==> src/rtl/core/lrs_pkg.sv <==
`timescale 1ns / 1ps
// lrs_pkg: shared widths, defaults, job and issue types of the 16 kHz resampler
// no dependencies

package lrs_pkg;

	// default configuration
	localparam int TARGET_RATE_DEF = 16000;
	localparam int MAX_OUT_DEF     = 32;
	localparam int QUEUE_DEPTH_DEF = 4;

	// fixed field widths
	localparam int SAMPLE_W = 16;
	localparam int RATE_W   = 18;

	// what the back end does with one queued sample
	typedef enum logic [1:0] {
		JOB_PASS,
		JOB_FIRST_LAST,
		JOB_MID,
		JOB_LAST
	} job_kind_t;

	typedef struct packed {
		job_kind_t                   kind;
		logic                        last;
		logic signed [SAMPLE_W-1:0]  prev;
		logic signed [SAMPLE_W-1:0]  cur;
	} job_t;

	// one interpolation request from the sequencer to the datapath
	typedef struct packed {
		logic signed [SAMPLE_W-1:0]  a;
		logic signed [SAMPLE_W-1:0]  b;
		logic [RATE_W-1:0]           p;
		logic                        last;
	} issue_t;

	typedef enum logic {
		BK_RUN,
		BK_DIV
	} back_state_t;

endpackage

==> src/rtl/core/lrs_in_if.sv <==
`timescale 1ns / 1ps
// lrs_in_if: input pcm stream channel, valid/ready with sample and end-of-clip flag
// depends on lrs_pkg

interface lrs_in_if;
	logic                                 valid;
	logic                                 ready;
	logic signed [lrs_pkg::SAMPLE_W-1:0]  sample_in;
	logic                                 last_in;

	modport source (output valid, output sample_in, output last_in, input ready);
	modport sink (input valid, input sample_in, input last_in, output ready);
endinterface

==> src/rtl/core/lrs_out_if.sv <==
`timescale 1ns / 1ps
// lrs_out_if: resampled 16 kHz stream channel, valid/ready with sample and end flag
// depends on lrs_pkg

interface lrs_out_if;
	logic                                 valid;
	logic                                 ready;
	logic signed [lrs_pkg::SAMPLE_W-1:0]  sample_out;
	logic                                 last_out;

	modport source (output valid, output sample_out, output last_out, input ready);
	modport sink (input valid, input sample_out, input last_out, output ready);
endinterface

==> src/rtl/core/linear_resampler_to_16k.sv <==
`timescale 1ns / 1ps
// linear_resampler_to_16k: top level, rate register and front/queue/back/datapath
// depends on lrs_pkg, lrs_in_if, lrs_out_if, lrs_front, lrs_queue, lrs_back, lrs_interp
//
//   channel   kind          beat payload
//   pcm       stream sink   sample_in (s16), last_in
//   pcm16k    stream source sample_out (s16 Q15), last_out
//   cfg       write only    cfg_wr_data = source_rate (u18), taken when cfg_wr_en
//
// one input beat per cycle is taken while the job queue has room
// the back-end sequencer issues one output at a time, or retires an input that yields
// none, and holds while pcm16k stalls; a mid-clip input whose outputs exceed the
// per-input limit then catches up its phase in the serial remainder unit
// a sample is registered in the job queue and then in each datapath stage before it leaves
// arst_n clears clip state, queue and pipeline, and sets the rate to TARGET_RATE
// a stall on pcm16k freezes the datapath and sequencer; the queue keeps pcm going until full

module linear_resampler_to_16k #(
	parameter int TARGET_RATE    = lrs_pkg::TARGET_RATE_DEF,
	parameter int MAX_OUT_PER_IN = lrs_pkg::MAX_OUT_DEF,
	parameter int QUEUE_DEPTH    = lrs_pkg::QUEUE_DEPTH_DEF
) (
	input  logic                        clk,
	input  logic                        arst_n,
	input  logic                        cfg_wr_en,
	input  logic [lrs_pkg::RATE_W-1:0]  cfg_wr_data,
	lrs_in_if.sink                      pcm,
	lrs_out_if.source                   pcm16k
);

	logic [lrs_pkg::RATE_W-1:0]  source_rate_q;
	logic                        q_full;
	logic                        push;
	lrs_pkg::job_t               push_job;
	logic                        pop;
	logic                        head_valid;
	lrs_pkg::job_t               head_job;
	logic                        iss_valid;
	lrs_pkg::issue_t             iss;
	logic                        iss_ready;

	// source rate register
	always_ff @(posedge clk or negedge arst_n) begin
		if (!arst_n) begin
			source_rate_q <= lrs_pkg::RATE_W'(TARGET_RATE);
		end else if (cfg_wr_en) begin
			source_rate_q <= cfg_wr_data;
		end
	end

	lrs_front #(
		.TARGET_RATE (TARGET_RATE)
	) u_front (
		.clk         (clk),
		.arst_n      (arst_n),
		.pcm         (pcm),
		.source_rate (source_rate_q),
		.q_full      (q_full),
		.push        (push),
		.job         (push_job)
	);

	lrs_queue #(
		.DEPTH (QUEUE_DEPTH)
	) u_queue (
		.clk        (clk),
		.arst_n     (arst_n),
		.push       (push),
		.push_job   (push_job),
		.full       (q_full),
		.pop        (pop),
		.head_valid (head_valid),
		.head_job   (head_job)
	);

	lrs_back #(
		.TARGET_RATE    (TARGET_RATE),
		.MAX_OUT_PER_IN (MAX_OUT_PER_IN)
	) u_back (
		.clk         (clk),
		.arst_n      (arst_n),
		.source_rate (source_rate_q),
		.head_valid  (head_valid),
		.head        (head_job),
		.pop         (pop),
		.iss_valid   (iss_valid),
		.iss         (iss),
		.iss_ready   (iss_ready)
	);

	lrs_interp #(
		.TARGET_RATE (TARGET_RATE)
	) u_interp (
		.clk       (clk),
		.arst_n    (arst_n),
		.iss_valid (iss_valid),
		.iss       (iss),
		.iss_ready (iss_ready),
		.res       (pcm16k)
	);

endmodule

==> src/rtl/core/lrs_front.sv <==
`timescale 1ns / 1ps
// lrs_front: accepts input beats, tracks the previous sample and classifies jobs
// depends on lrs_pkg and lrs_in_if

module lrs_front #(
	parameter int TARGET_RATE = lrs_pkg::TARGET_RATE_DEF
) (
	input  logic                         clk,
	input  logic                         arst_n,
	lrs_in_if.sink                       pcm,
	input  logic [lrs_pkg::RATE_W-1:0]   source_rate,
	input  logic                         q_full,
	output logic                         push,
	output lrs_pkg::job_t                job
);

	localparam logic [lrs_pkg::RATE_W-1:0] T_R = lrs_pkg::RATE_W'(TARGET_RATE);

	logic                                 have_q;
	logic signed [lrs_pkg::SAMPLE_W-1:0]  prev_q;
	logic                                 accept;
	logic                                 is_pass;

	// take a beat whenever the queue has room
	assign pcm.ready = !q_full;
	assign accept    = pcm.valid && pcm.ready;
	assign is_pass   = (source_rate == '0) || (source_rate == T_R);

	// classify the beat
	always_comb begin
		job.last = pcm.last_in;
		job.prev = prev_q;
		job.cur  = pcm.sample_in;
		priority if (is_pass) begin
			job.kind = lrs_pkg::JOB_PASS;
		end else if (!have_q) begin
			job.kind = lrs_pkg::JOB_FIRST_LAST;
		end else if (pcm.last_in) begin
			job.kind = lrs_pkg::JOB_LAST;
		end else begin
			job.kind = lrs_pkg::JOB_MID;
		end
	end

	// outside passthrough, the opening sample of a clip that is not also its last only gets stored
	assign push = accept && (is_pass || have_q || pcm.last_in);

	// clip state
	always_ff @(posedge clk or negedge arst_n) begin
		if (!arst_n) begin
			have_q <= 1'b0;
			prev_q <= '0;
		end else if (accept) begin
			if (pcm.last_in) begin
				have_q <= 1'b0;
				prev_q <= '0;
			end else begin
				have_q <= 1'b1;
				prev_q <= pcm.sample_in;
			end
		end
	end

endmodule

==> src/rtl/core/lrs_queue.sv <==
`timescale 1ns / 1ps
// lrs_queue: small first-word-fall-through job queue between front and back end
// depends on lrs_pkg

module lrs_queue #(
	parameter int DEPTH = lrs_pkg::QUEUE_DEPTH_DEF
) (
	input  logic           clk,
	input  logic           arst_n,
	input  logic           push,
	input  lrs_pkg::job_t  push_job,
	output logic           full,
	input  logic           pop,
	output logic           head_valid,
	output lrs_pkg::job_t  head_job
);

	localparam int AW = (DEPTH > 1) ? $clog2(DEPTH) : 1;
	localparam int CW = $clog2(DEPTH + 1);
	localparam logic [AW-1:0] PTR_LAST = AW'(DEPTH - 1);
	localparam logic [CW-1:0] CNT_FULL = CW'(DEPTH);

	lrs_pkg::job_t   mem_q [DEPTH];
	logic [AW-1:0]   wr_q;
	logic [AW-1:0]   rd_q;
	logic [CW-1:0]   count_q;

	assign full       = (count_q == CNT_FULL);
	assign head_valid = (count_q != '0);
	assign head_job   = mem_q[rd_q];

	// storage
	always_ff @(posedge clk) begin
		if (push) begin
			mem_q[wr_q] <= push_job;
		end
	end

	// pointers and fill count
	always_ff @(posedge clk or negedge arst_n) begin
		if (!arst_n) begin
			wr_q    <= '0;
			rd_q    <= '0;
			count_q <= '0;
		end else begin
			if (push) begin
				wr_q <= (wr_q == PTR_LAST) ? '0 : wr_q + AW'(1);
			end
			if (pop) begin
				rd_q <= (rd_q == PTR_LAST) ? '0 : rd_q + AW'(1);
			end
			count_q <= count_q + CW'(push) - CW'(pop);
		end
	end

	// the back end only retires a job that is present
	a_no_pop_empty: assert property (@(posedge clk) disable iff (!arst_n)
		(count_q == '0) |-> !pop)
		else $error("job popped from empty queue");

endmodule

==> src/rtl/core/lrs_back.sv <==
`timescale 1ns / 1ps
// lrs_back: per-job sequencer, steps the phase and issues interpolation requests
// depends on lrs_pkg

module lrs_back #(
	parameter int TARGET_RATE    = lrs_pkg::TARGET_RATE_DEF,
	parameter int MAX_OUT_PER_IN = lrs_pkg::MAX_OUT_DEF
) (
	input  logic                        clk,
	input  logic                        arst_n,
	input  logic [lrs_pkg::RATE_W-1:0]  source_rate,
	input  logic                        head_valid,
	input  lrs_pkg::job_t               head,
	output logic                        pop,
	output logic                        iss_valid,
	output lrs_pkg::issue_t             iss,
	input  logic                        iss_ready
);

	localparam int RW = lrs_pkg::RATE_W;
	localparam int PW = RW + 2;
	localparam int NW = $clog2(MAX_OUT_PER_IN + 1);
	localparam int DW = $clog2(TARGET_RATE + 1);
	localparam int CW = (DW > 1) ? $clog2(DW) : 1;
	localparam logic [PW-1:0] T_P      = PW'(TARGET_RATE);
	localparam logic [PW-1:0] T2_P     = PW'(2 * TARGET_RATE);
	localparam logic [NW-1:0] MAX_N    = NW'(MAX_OUT_PER_IN);
	localparam logic [CW-1:0] CNT_LAST = CW'(DW - 1);

	lrs_pkg::back_state_t  state_q;
	lrs_pkg::back_state_t  state_d;
	logic [RW-1:0]         p_q;
	logic [NW-1:0]         n_q;
	logic [RW-1:0]         rem_q;
	logic [DW-1:0]         dsr_q;
	logic [CW-1:0]         cnt_q;

	logic [PW-1:0]  r_p;
	logic [PW-1:0]  p_cur;
	logic [PW-1:0]  p1;
	logic [PW-1:0]  p2;
	logic [PW-1:0]  pn;
	logic [PW-1:0]  pnr;
	logic [NW-1:0]  nn;
	logic           emit;
	logic           done;
	logic           direct;
	logic           run;
	logic           fire;
	logic           to_div;
	logic [RW:0]    remsh;
	logic [RW:0]    rem_sub;
	logic [RW-1:0]  rem_nx;
	logic [RW-1:0]  skip_phase;
	logic           div_end;

	// loop condition of one job kind at phase x, with xr = x + rate
	function automatic logic more(lrs_pkg::job_kind_t k, logic [PW-1:0] x,
		logic [PW-1:0] xr, logic [NW-1:0] cnt);
		logic ok;
		unique case (k)
			lrs_pkg::JOB_PASS:       ok = (cnt == '0);
			lrs_pkg::JOB_FIRST_LAST: ok = (xr <= T_P);
			lrs_pkg::JOB_MID:        ok = (x < T_P);
			lrs_pkg::JOB_LAST:       ok = (xr <= T2_P);
			default:                 ok = 1'b0;
		endcase
		return (cnt < MAX_N) && ok;
	endfunction

	// one step of the head job, with look-ahead to spot its final output
	always_comb begin
		r_p    = PW'(source_rate);
		p_cur  = PW'(p_q);
		p1     = p_cur + r_p;
		p2     = p_cur + {r_p[PW-2:0], 1'b0};
		emit   = more(head.kind, p_cur, p1, n_q);
		pn     = emit ? p1 : p_cur;
		pnr    = emit ? p2 : p1;
		nn     = n_q + NW'(emit);
		done   = !more(head.kind, pn, pnr, nn);
		direct = (head.kind == lrs_pkg::JOB_PASS) || (head.kind == lrs_pkg::JOB_FIRST_LAST)
			|| ((head.kind == lrs_pkg::JOB_LAST) && (p_cur >= T_P));
		run    = (state_q == lrs_pkg::BK_RUN) && head_valid;
		fire   = run && (!emit || iss_ready);
		to_div = fire && done && (head.kind == lrs_pkg::JOB_MID) && (pn < T_P);
	end

	// restoring remainder unit for phase catch-up after dropped outputs
	always_comb begin
		remsh      = {rem_q, dsr_q[DW-1]};
		rem_sub    = remsh - {1'b0, source_rate};
		rem_nx     = (remsh >= {1'b0, source_rate}) ? rem_sub[RW-1:0] : remsh[RW-1:0];
		skip_phase = (rem_nx == '0) ? '0 : source_rate - rem_nx;
		div_end    = (state_q == lrs_pkg::BK_DIV) && (cnt_q == CNT_LAST);
	end

	// next state
	always_comb begin
		state_d = state_q;
		unique case (state_q)
			lrs_pkg::BK_RUN: if (to_div) begin
				state_d = lrs_pkg::BK_DIV;
			end
			lrs_pkg::BK_DIV: if (div_end) begin
				state_d = lrs_pkg::BK_RUN;
			end
			default: state_d = lrs_pkg::BK_RUN;
		endcase
	end

	// outputs
	always_comb begin
		iss_valid = run && emit;
		pop       = fire && done;
		iss.a     = direct ? head.cur : head.prev;
		iss.b     = head.cur;
		iss.p     = direct ? '0 : p_q;
		iss.last  = (head.kind == lrs_pkg::JOB_PASS) ? head.last
			: ((head.kind != lrs_pkg::JOB_MID) && done);
	end

	// sequencer state, phase and output count
	always_ff @(posedge clk or negedge arst_n) begin
		if (!arst_n) begin
			state_q <= lrs_pkg::BK_RUN;
			p_q     <= '0;
			n_q     <= '0;
			cnt_q   <= '0;
		end else begin
			state_q <= state_d;
			if (fire) begin
				if (done) begin
					n_q <= '0;
					if ((head.kind == lrs_pkg::JOB_MID) && (pn >= T_P)) begin
						p_q <= RW'(pn - T_P);
					end else begin
						p_q <= '0;
					end
				end else begin
					p_q <= pn[RW-1:0];
					n_q <= nn;
				end
			end else if (div_end) begin
				p_q <= skip_phase;
			end
			if (to_div) begin
				cnt_q <= '0;
			end else if (state_q == lrs_pkg::BK_DIV) begin
				cnt_q <= cnt_q + CW'(1);
			end
		end
	end

	// remainder datapath
	always_ff @(posedge clk) begin
		if (to_div) begin
			dsr_q <= DW'(T_P - pn);
			rem_q <= '0;
		end else if (state_q == lrs_pkg::BK_DIV) begin
			dsr_q <= {dsr_q[DW-2:0], 1'b0};
			rem_q <= rem_nx;
		end
	end

	a_count_bound: assert property (@(posedge clk) disable iff (!arst_n)
		n_q < MAX_N)
		else $error("output count of a job reached its limit without retiring");

	a_clip_end_phase: assert property (@(posedge clk) disable iff (!arst_n)
		(fire && done && (head.kind != lrs_pkg::JOB_MID)) |=> (p_q == '0))
		else $error("phase not cleared at end of clip");

	a_div_length: assert property (@(posedge clk) disable iff (!arst_n)
		$rose(state_q == lrs_pkg::BK_DIV) |-> ##(DW) (state_q == lrs_pkg::BK_RUN))
		else $error("phase catch-up took the wrong number of cycles");

endmodule

==> src/rtl/core/lrs_interp.sv <==
`timescale 1ns / 1ps
// lrs_interp: four-stage interpolation datapath with rounding divide by the target rate
// depends on lrs_pkg and lrs_out_if

module lrs_interp #(
	parameter int TARGET_RATE = lrs_pkg::TARGET_RATE_DEF
) (
	input  logic             clk,
	input  logic             arst_n,
	input  logic             iss_valid,
	input  lrs_pkg::issue_t  iss,
	output logic             iss_ready,
	lrs_out_if.source        res
);

	localparam int SW   = lrs_pkg::SAMPLE_W;
	localparam int TW   = $clog2(TARGET_RATE + 1);
	localparam int NUMW = TW + 18;
	localparam int XW   = TW + 16;
	localparam int SH   = XW;
	localparam int MW   = SH - TW + 2;
	localparam int QW   = SW + 1;
	localparam int PAW  = lrs_pkg::RATE_W + SW + 2;
	localparam logic signed [TW:0] T_S    = (TW + 1)'(TARGET_RATE);
	localparam logic [TW-1:0]      T_U    = TW'(TARGET_RATE);
	localparam logic [XW-1:0]      T_X    = XW'(TARGET_RATE);
	localparam logic [XW-1:0]      T2_X   = XW'(2 * TARGET_RATE);
	localparam logic [XW-1:0]      HALF_T = XW'(TARGET_RATE / 2);
	localparam logic [MW-1:0]      RECIP  = MW'((64'd1 << SH) / TARGET_RATE);

	logic                     en;
	logic                     valid_s1;
	logic                     valid_s2;
	logic                     valid_s3;
	logic                     valid_s4;
	logic signed [NUMW-1:0]   pp_s1;
	logic signed [NUMW-1:0]   ta_s1;
	logic                     last_s1;
	logic [XW-1:0]            x_s2;
	logic                     neg_s2;
	logic                     last_s2;
	logic [XW-1:0]            x_s3;
	logic [QW-1:0]            q0_s3;
	logic                     neg_s3;
	logic                     last_s3;
	logic signed [SW-1:0]     sample_s4;
	logic                     last_s4;

	logic signed [SW:0]       diff;
	logic signed [PAW-1:0]    pp_c;
	logic signed [SW+TW:0]    ta_c;
	logic signed [NUMW-1:0]   num_c;
	logic [NUMW-1:0]          mag_c;
	logic [XW+MW-1:0]         prod_c;
	logic [QW+TW-1:0]         qt_c;
	logic [XW-1:0]            rem_c;
	logic [QW-1:0]            q_c;
	logic [QW-1:0]            res_c;

	// whole pipe moves when the output register is free
	assign en        = !valid_s4 || res.ready;
	assign iss_ready = en;

	// stage 1: p*(b-a) and T*a
	always_comb begin
		diff = {iss.b[SW-1], iss.b} - {iss.a[SW-1], iss.a};
		pp_c = $signed({1'b0, iss.p}) * diff;
		ta_c = iss.a * T_S;
	end

	// stage 2: numerator, magnitude and rounding offset
	always_comb begin
		num_c = pp_s1 + ta_s1;
		mag_c = num_c[NUMW-1] ? NUMW'(-num_c) : NUMW'(num_c);
	end

	// stage 3: quotient estimate by reciprocal
	assign prod_c = x_s2 * RECIP;

	// stage 4: one-step correction and sign
	always_comb begin
		qt_c  = q0_s3 * T_U;
		rem_c = x_s3 - XW'(qt_c);
		q_c   = q0_s3 + QW'(rem_c >= T_X);
		res_c = neg_s3 ? QW'(-q_c) : q_c;
	end

	// stage valid bits
	always_ff @(posedge clk or negedge arst_n) begin
		if (!arst_n) begin
			valid_s1 <= 1'b0;
			valid_s2 <= 1'b0;
			valid_s3 <= 1'b0;
			valid_s4 <= 1'b0;
		end else if (en) begin
			valid_s1 <= iss_valid;
			valid_s2 <= valid_s1;
			valid_s3 <= valid_s2;
			valid_s4 <= valid_s3;
		end
	end

	// stage data
	always_ff @(posedge clk) begin
		if (en) begin
			pp_s1     <= NUMW'(pp_c);
			ta_s1     <= NUMW'(ta_c);
			last_s1   <= iss.last;
			x_s2      <= XW'(mag_c) + HALF_T;
			neg_s2    <= num_c[NUMW-1];
			last_s2   <= last_s1;
			x_s3      <= x_s2;
			q0_s3     <= prod_c[SH +: QW];
			neg_s3    <= neg_s2;
			last_s3   <= last_s2;
			sample_s4 <= $signed(res_c[SW-1:0]);
			last_s4   <= last_s3;
		end
	end

	assign res.valid      = valid_s4;
	assign res.sample_out = sample_s4;
	assign res.last_out   = last_s4;

	// reciprocal estimate is never more than one below the true quotient
	a_recip_error: assert property (@(posedge clk) disable iff (!arst_n)
		valid_s3 |-> (rem_c < T2_X))
		else $error("reciprocal quotient estimate off by more than one");

endmodule

==> src/flat_wrapper.sv <==
// flat-port wrapper written by rule: the top's interface ports become plain ports
module linear_resampler_to_16k_flat 
#(
	parameter int TARGET_RATE    = lrs_pkg::TARGET_RATE_DEF,
	parameter int MAX_OUT_PER_IN = lrs_pkg::MAX_OUT_DEF,
	parameter int QUEUE_DEPTH    = lrs_pkg::QUEUE_DEPTH_DEF
)
  (clk, arst_n, cfg_wr_en, cfg_wr_data, pcm_valid, pcm_sample_in, pcm_last_in, pcm_ready, pcm16k_valid, pcm16k_sample_out, pcm16k_last_out, pcm16k_ready);
  lrs_in_if pcm_i ();
  lrs_out_if pcm16k_i ();
  input  logic clk;
  input  logic arst_n;
  input  logic cfg_wr_en;
  input  logic [lrs_pkg::RATE_W-1:0] cfg_wr_data;
  input wire logic [$bits(pcm_i.valid)-1:0] pcm_valid;
  input wire logic [$bits(pcm_i.sample_in)-1:0] pcm_sample_in;
  input wire logic [$bits(pcm_i.last_in)-1:0] pcm_last_in;
  output wire logic [$bits(pcm_i.ready)-1:0] pcm_ready;
  output wire logic [$bits(pcm16k_i.valid)-1:0] pcm16k_valid;
  output wire logic [$bits(pcm16k_i.sample_out)-1:0] pcm16k_sample_out;
  output wire logic [$bits(pcm16k_i.last_out)-1:0] pcm16k_last_out;
  input wire logic [$bits(pcm16k_i.ready)-1:0] pcm16k_ready;
  assign pcm_i.valid = pcm_valid;
  assign pcm_i.sample_in = pcm_sample_in;
  assign pcm_i.last_in = pcm_last_in;
  assign pcm_ready = pcm_i.ready;
  assign pcm16k_valid = pcm16k_i.valid;
  assign pcm16k_sample_out = pcm16k_i.sample_out;
  assign pcm16k_last_out = pcm16k_i.last_out;
  assign pcm16k_i.ready = pcm16k_ready;
  linear_resampler_to_16k #(.TARGET_RATE(TARGET_RATE), .MAX_OUT_PER_IN(MAX_OUT_PER_IN), .QUEUE_DEPTH(QUEUE_DEPTH)) u_core (.clk(clk), .arst_n(arst_n), .cfg_wr_en(cfg_wr_en), .cfg_wr_data(cfg_wr_data), .pcm(pcm_i), .pcm16k(pcm16k_i));
endmodule
==> config.mk <==
export PLATFORM = sky130hd
export DESIGN_NAME = linear_resampler_to_16k_flat
export DESIGN_NICKNAME = d
export VERILOG_FILES = /design/src/rtl/core/lrs_pkg.sv /design/src/rtl/core/lrs_in_if.sv /design/src/rtl/core/lrs_out_if.sv /design/src/rtl/core/linear_resampler_to_16k.sv /design/src/rtl/core/lrs_front.sv /design/src/rtl/core/lrs_queue.sv /design/src/rtl/core/lrs_back.sv /design/src/rtl/core/lrs_interp.sv /design/src/flat_wrapper.sv
export SDC_FILE = /design/constraint.sdc
export NUM_CORES = 2
export LEC_CHECK = 0
export ABC_CLOCK_PERIOD_IN_PS = 11700
export BUFFER_PORTS_ARGS = -buffer_cell sky130_fd_sc_hd__buf_2
export CORE_MARGIN = 2
export CORE_UTILIZATION = 39
export DETAILED_ROUTE_END_ITERATION = 7
export PLACE_DENSITY = 0.55
export SKIP_LAST_GASP = 1
export SLEW_MARGIN = 30
export SYNTH_ARGS = -nofsm -noshare
export SYNTH_HDL_FRONTEND = slang
export SYNTH_SLANG_ARGS = --single-unit
==> constraint.sdc <==
create_clock -name clk -period 11.7 [get_ports clk]
set_clock_uncertainty 0.2 [all_clocks]
set_input_delay 2.34 -clock clk [delete_from_list [all_inputs] [get_ports clk]]
set_output_delay 2.34 -clock clk [all_outputs]
set_load 0.01 [all_outputs]
* After elaboration in Yosys (flattened, before gate mapping)
Memory sizes are Yosys's and may differ from the RTL's.
Index checks and enable logic that the tools add are counted.
Widths: inputs -> output; s select.
** Storage, ports and cells
- Input port bits :: 40
- Word-level logic and storage cells :: 139
- Memories :: 1
- Bits in registers :: 262
- Bits in writable memories :: 140
** Memory list
- u_core.u_queue.mem_q :: words 4, width 35, read ports 1, clocked after Yosys merged registers in 0, write ports 1, RTL line lrs_queue.sv:23 : lrs_pkg::job_t mem_q [DEPTH];
** Operators by class
- Multipliers :: 4
- Bitwise operators :: 1
- Order comparisons :: 12
- Multiplexer cells :: 32
- Reductions and logical operators :: 33
- Eq/ne operators :: 9
- Add/subtract/negate cells :: 19
** Operators with widths (number)
- $mux 18 :: 7
- $mux 16 :: 3
- $mul 30x15->45 const B :: 1
- $le 20x14->1 const B :: 2
- $le 20x15->1 const B :: 2
- $logic_not 18->1 :: 2
- $sub 18x18->18 :: 2
- $add 32x31->32 :: 1
- $mul 19x17->32 :: 1
- $add 30x13->30 const B :: 1
- $ge 30x14->1 const B :: 1
- $mux 30 :: 1
- $neg 30->30 :: 1
- $sub 30x30->30 :: 1
- $mux 14 :: 2
- $mul 16x8->24 const B :: 1
- $mul 17x7->23 const B :: 1
- $add 18x19->20 :: 1
- $mux 20 :: 1
- $add 18x18->19 :: 1
- $ge 19x14->1 const B :: 1
- $ge 19x18->1 :: 1
- $lt 19x14->1 const B :: 1
- $mux 19 :: 1
- 33 further kinds :: 73

* Depth between registers and ports, before layout
- Depth after elaboration :: 14
- Mapped depth :: 47
- Mapped depth without buffers :: 43

* Modules after synthesis
From an unflattened synthesis, not the netlist that was laid out.
** Unflattened totals
- Cells, all modules :: 4526
- Area, all modules :: 45648.8 µm²
** Modules (own cells, without submodules)
- lrs_interp :: cells each 3108, area each 30141.4 µm², times used 1
- lrs_back :: cells each 1053, area each 8274.2 µm², times used 1
- lrs_queue :: cells each 219, area each 5519.0 µm², times used 1
- lrs_front :: cells each 108, area each 984.7 µm², times used 1
- linear_resampler_to_16k :: cells each 38, area each 729.4 µm², times used 1

* Least setup slack after synthesis
No wires, ideal clock.
- Path type :: reg-to-reg
- From :: reg u_core.u_back.p_q[14]
- To :: reg u_core.u_interp.pp_s1[31], data pin
- Library setup time :: 258 ps
- Setup slack :: 1028 ps
- Path buffers :: 5
- Data arrival time :: 10215 ps
- Stages on the path, launching flop included :: 44
- Cells stage by stage :: dfrtp_1 -> clkbuf_1 -> nor4_1 -> o21ai_0 -> a21oi_1 -> clkbuf_1 -> buf_1 -> nand2_1 -> o21ai_0 -> ha_1 -> inv_1 -> ha_1 -> clkbuf_1 -> nand2b_1 -> o32ai_1 -> a211oi_2 -> o41ai_4 -> a21boi_1 -> (+8 left out) -> fa_1 -> inv_1 -> fa_1 -> fa_1 -> inv_1 -> fa_1 -> inv_1 -> ha_1 -> a21oi_1 -> a31oi_1 -> a41o_1 -> o21bai_1 -> nor2_1 -> o21a_1 -> o21ai_0 -> a211oi_1 -> o41a_1 -> xnor2_1
** RTL lines
- start, declared :: RTL line lrs_back.sv:32 : logic [RW-1:0] p_q;
- start signal, assigned :: RTL line lrs_back.sv:136 : p_q <= RW'(pn - T_P);
- start signal, assigned :: RTL line lrs_back.sv:141 : p_q <= pn[RW-1:0];
- start signal, assigned :: RTL line lrs_back.sv:145 : p_q <= skip_phase;
- end signal, assigned :: RTL line lrs_interp.sv:106 : pp_s1 <= NUMW'(pp_c);
- end, declared :: RTL line lrs_interp.sv:36 : logic signed [NUMW-1:0] pp_s1;

* Worst setup path after layout
- From :: reg u_core.u_back.p_q[14]
- To :: reg u_core.u_interp.pp_s1[31], data pin
** Between the ends
- Longest elaborated chain between the ends :: 6
- Elaborated cells between the ends (all ways) :: 7
- Classes of those cells :: 1 x add/sub; 1 x mul; 1 x order compare; 2 x mux; 2 x reduce/logical
** Ends and longest elaborated chain
- $ge 18x14->1 :: RTL line lrs_back.sv:83 : || ((head.kind == lrs_pkg::JOB_LAST) && (p_cur >= T_P));
- $logic_and 1x1->1 :: RTL line lrs_back.sv:83
- $logic_or 1x1->1 :: RTL line lrs_back.sv:83
- $mux 16 :: RTL line lrs_back.sv:116 : iss.a = direct ? head.cur : head.prev;
- $sub 16x16->17 :: RTL line lrs_interp.sv:66 : diff = {iss.b[SW-1], iss.b} - {iss.a[SW-1], iss.a};
- $mul 19x17->32 (*) :: RTL line lrs_interp.sv:67 : pp_c = $signed({1'b0, iss.p}) * diff;
- net u_core.u_interp.pp_c[31] :: RTL line lrs_interp.sv:50 : logic signed [PAW-1:0] pp_c;
Mark *: on every way through the listed nets, which the timed path passes. The rest lies on a longest branch.
A chain may end at the register's enable or synchronous reset.

==> results.sh <==
export IMPL_critPathMostFrequentCell="fa_1"
export IMPL_port_buffer_count=58
export IMPL_synthXorXnorAreaFrac=0.0549
export IMPL_min_period_over_period=0.929
export IMPL_met3_usage=0.0263
export IMPL_clk_pin_slew_ns=0.06
export IMPL_path_class="flip-flop to flip-flop"
export IMPL_synth_fa_ha_area_frac=0.354
export IMPL_hold_buffers=0
export IMPL_gp_congestion=0.876
export IMPL_max_freq_mhz=92.0
export IMPL_yosysTopAreaCell="edfxtp_1"
export IMPL_post_dp_cell_area_mm2=0.0462
export IMPL_cts_buffers=47
export IMPL_cts_tree="done"
export IMPL_postLayoutSetupSlackWorst_ns=0.835
export IMPL_finalNetCount=5531
export IMPL_maxCapViolCount=0
export IMPL_clock_latency_ns=0.65
export IMPL_min_path_type="flip-flop to flip-flop"
export IMPL_synth_top_area_frac=0.206
export IMPL_max_clock_path_buffers=3
export IMPL_drt_initial_drc_count=1675
export IMPL_start_util=0.392
export IMPL_hold_viol=0
export IMPL_grt_pass1_wl_um=171000
export IMPL_syn_nets=5491
export IMPL_worst_pin_slew_ns=0.969
export IMPL_synth_commonest_cells="inv_1, ha_1, fa_1"
export IMPL_grt_util_met2=0.310
export IMPL_die_area_mm2=0.116
export IMPL_ant_nets=0
export IMPL_grt_util_all_layers=0.184
export IMPL_place_ws_ns=0.526
export IMPL_crit_path_max_fanout=26
export IMPL_synth_edf_count=302
export IMPL_num_rows=123
export IMPL_drc=0
export IMPL_ys_flop_type="edfxtp_1"
export IMPL_busiest_layer="met2"
export IMPL_rsz0062_at_grt="no"
export IMPL_syn_cell_area_mm2=0.0441
export IMPL_grt_max_degree=77
export IMPL_setup_viol=0
export IMPL_use_met1=0.241
export IMPL_synthCells=4461
export IMPL_synthToLayoutAreaGrowth_pct=8.22
export IMPL_wire_per_inst_um=17.2
export IMPL_ys_ff_latch=395
export IMPL_via_per_inst=5.12
export IMPL_firstDrtPassIters=5
export IMPL_avgSynthCellArea_um2=9.88
export IMPL_outcome="completed"
export IMPL_coreArea_mm2=0.112
export IMPL_dieHeight_um=340
export IMPL_cts_resized=0
export IMPL_synth_mux_area_frac=0.0338
export IMPL_dp_hpwl_um=84000
export IMPL_critPathMaxStageDelay_ns=0.55
export IMPL_cts_max_level=2
export IMPL_design_area_mm2=0.0477
export IMPL_drive_above_1_share=0.0688
export IMPL_synth_seq_area_share=0.257
export IMPL_required_ns=11.86
export IMPL_antenna_found_initial=4
export IMPL_min_period_ns=10.86
export IMPL_antenna_cells=0
export IMPL_ys_async_sr_fraction=0.190
export IMPL_cp_end_kind="flip-flop"
export IMPL_synth_simple_gate_area_frac=0.126
export IMPL_clkSinkCount=395
export IMPL_crit_arrival_ns=11.03
export IMPL_grt_pass1_vias=31896
export IMPL_overflow=0
export IMPL_ioPinCount=59
export IMPL_start_kind="flip-flop"
export IMPL_die_w_um=340
export IMPL_post_cts_setup_buffer_count=0
export IMPL_routed_wl_um=104000
export IMPL_cp_slowest_cell="fa_1"
export IMPL_final_setup_tns_ns=0
export IMPL_synth_cell_types=104
export IMPL_via_count=30894
export IMPL_slew_limit_headroom=0.351
export IMPL_yosysMostFrequentCell="inv_1"
export IMPL_drv_slew=0
export IMPL_synth_top_family_by_area="adder cells"
export IMPL_cts_root_buf="clkbuf_16"
export IMPL_fillers=10980
export IMPL_synth_compound_area_frac=0.103
export IMPL_synth_area_leaders="edfxtp_1, fa_1, ha_1"
export IMPL_synth_yosys_warnings=0
## sequential cells by signal (all words and copies together) (netlist names), 17 cells and up
name,cells
u_core.u_interp.pp_s1,32
u_core.u_interp.q0_s3,17
u_core.u_interp.x_s2,30
u_core.u_queue.mem_q,140
u_core.u_back.p_q,18
u_core.u_interp.ta_s1,24
u_core.source_rate_q,18
u_core.u_back.rem_q,18
u_core.u_interp.x_s3,23
## metal layers
| layer | vias up | wire (um) |
|---|---|---|
| met1 | 15000 | 47300 |
| met2 | 583 | 48700 |
| met3 | 190 | 4500 |
| met4 | 4 | 3500 |
| met5 | - | 118 |
| li1 | 15117 | - |
## layout by cell type (no fill, tap or decap), types with 15 or more instances in the layout
master	netlist	final
o21bai_1	26	26
o21ai_0	164	164
xor2_1	69	69
buf_4	2	44
a31oi_1	21	21
or3_1	21	21
a211oi_1	21	21
nor2b_1	38	38
mux2i_1	45	45
inv_1	712	711
xnor2_1	203	202
nand2b_1	42	42
clkbuf_16	0	48
or2_2	41	41
dfxtp_1	18	18
a21o_1	57	57
nand3_1	61	61
dfrtp_1	69	67
and3_1	40	40
edfxtp_1	302	302
nand4_1	23	23
a21oi_1	175	174
nand2_1	386	386
nor4_1	22	21
nor3_1	70	70
nor2_1	338	337
o21a_1	37	37
o31ai_1	15	15
mux4_2	34	34
fa_1	427	427
buf_2	10	57
ha_1	563	563
o211ai_1	20	20
and2_1	48	44
## critical path: cells and delay by family (launching register included)
family          cells  cell delay, ns
compound gates     15            3.60
xor+xnor            1            0.13
fa+ha+maj           8            3.73
buf+inv             8            1.30
flops               1            0.35
simple gates        8            1.26
## final timing paths
kind                                        start                         to  slack (ns)  depth (start not counted)
setup / recovery            u_core.u_back.p_q[14]  u_core.u_interp.pp_s1[31]        0.84                         40
hold / removal             u_core.u_interp.neg_s2     u_core.u_interp.neg_s3        0.22                          0
setup reg to reg            u_core.u_back.p_q[14]  u_core.u_interp.pp_s1[31]        0.84                         40
hold reg to reg            u_core.u_interp.neg_s2     u_core.u_interp.neg_s3        0.22                          0
max in group asynchronous                  arst_n   u_core.u_interp.valid_s3        9.05                          2
min in group asynchronous                  arst_n  u_core.u_front.prev_q[15]        1.35                          1
## kinds of logic after synthesis
group / Yosys count
compound gates: 686
fa+ha+maj: 990
flops: 395
buf+inv: 829
mux: 103
xor+xnor: 274
simple gates: 1184
## cell type report
cell class / count / area, um^2 / share of cell area
tap: 1500 / 1880 / 0.0393
sequential: 395 / 11300 / 0.237
timing repair buffer: 103 / 638 / 0.0134
multi-input combinational: 3237 / 29600 / 0.621
inverter: 717 / 2700 / 0.0566
clock buffer: 62 / 1290 / 0.0271
clock inverter: 24 / 244 / 0.00511
## per-stage QoR
step,instances,hold slack (ns),utilization
floorplan,4461,0.200,-
global route,6038,0.225,0.425
finish,6038,0.218,0.425
detailed placement,5952,0.207,0.411
global placement,5952,0.215,0.411
CTS,6038,0.227,0.424
Power is not shown: default switching activity piles up to over one toggle a cycle in this logic, so the estimate is an artifact.
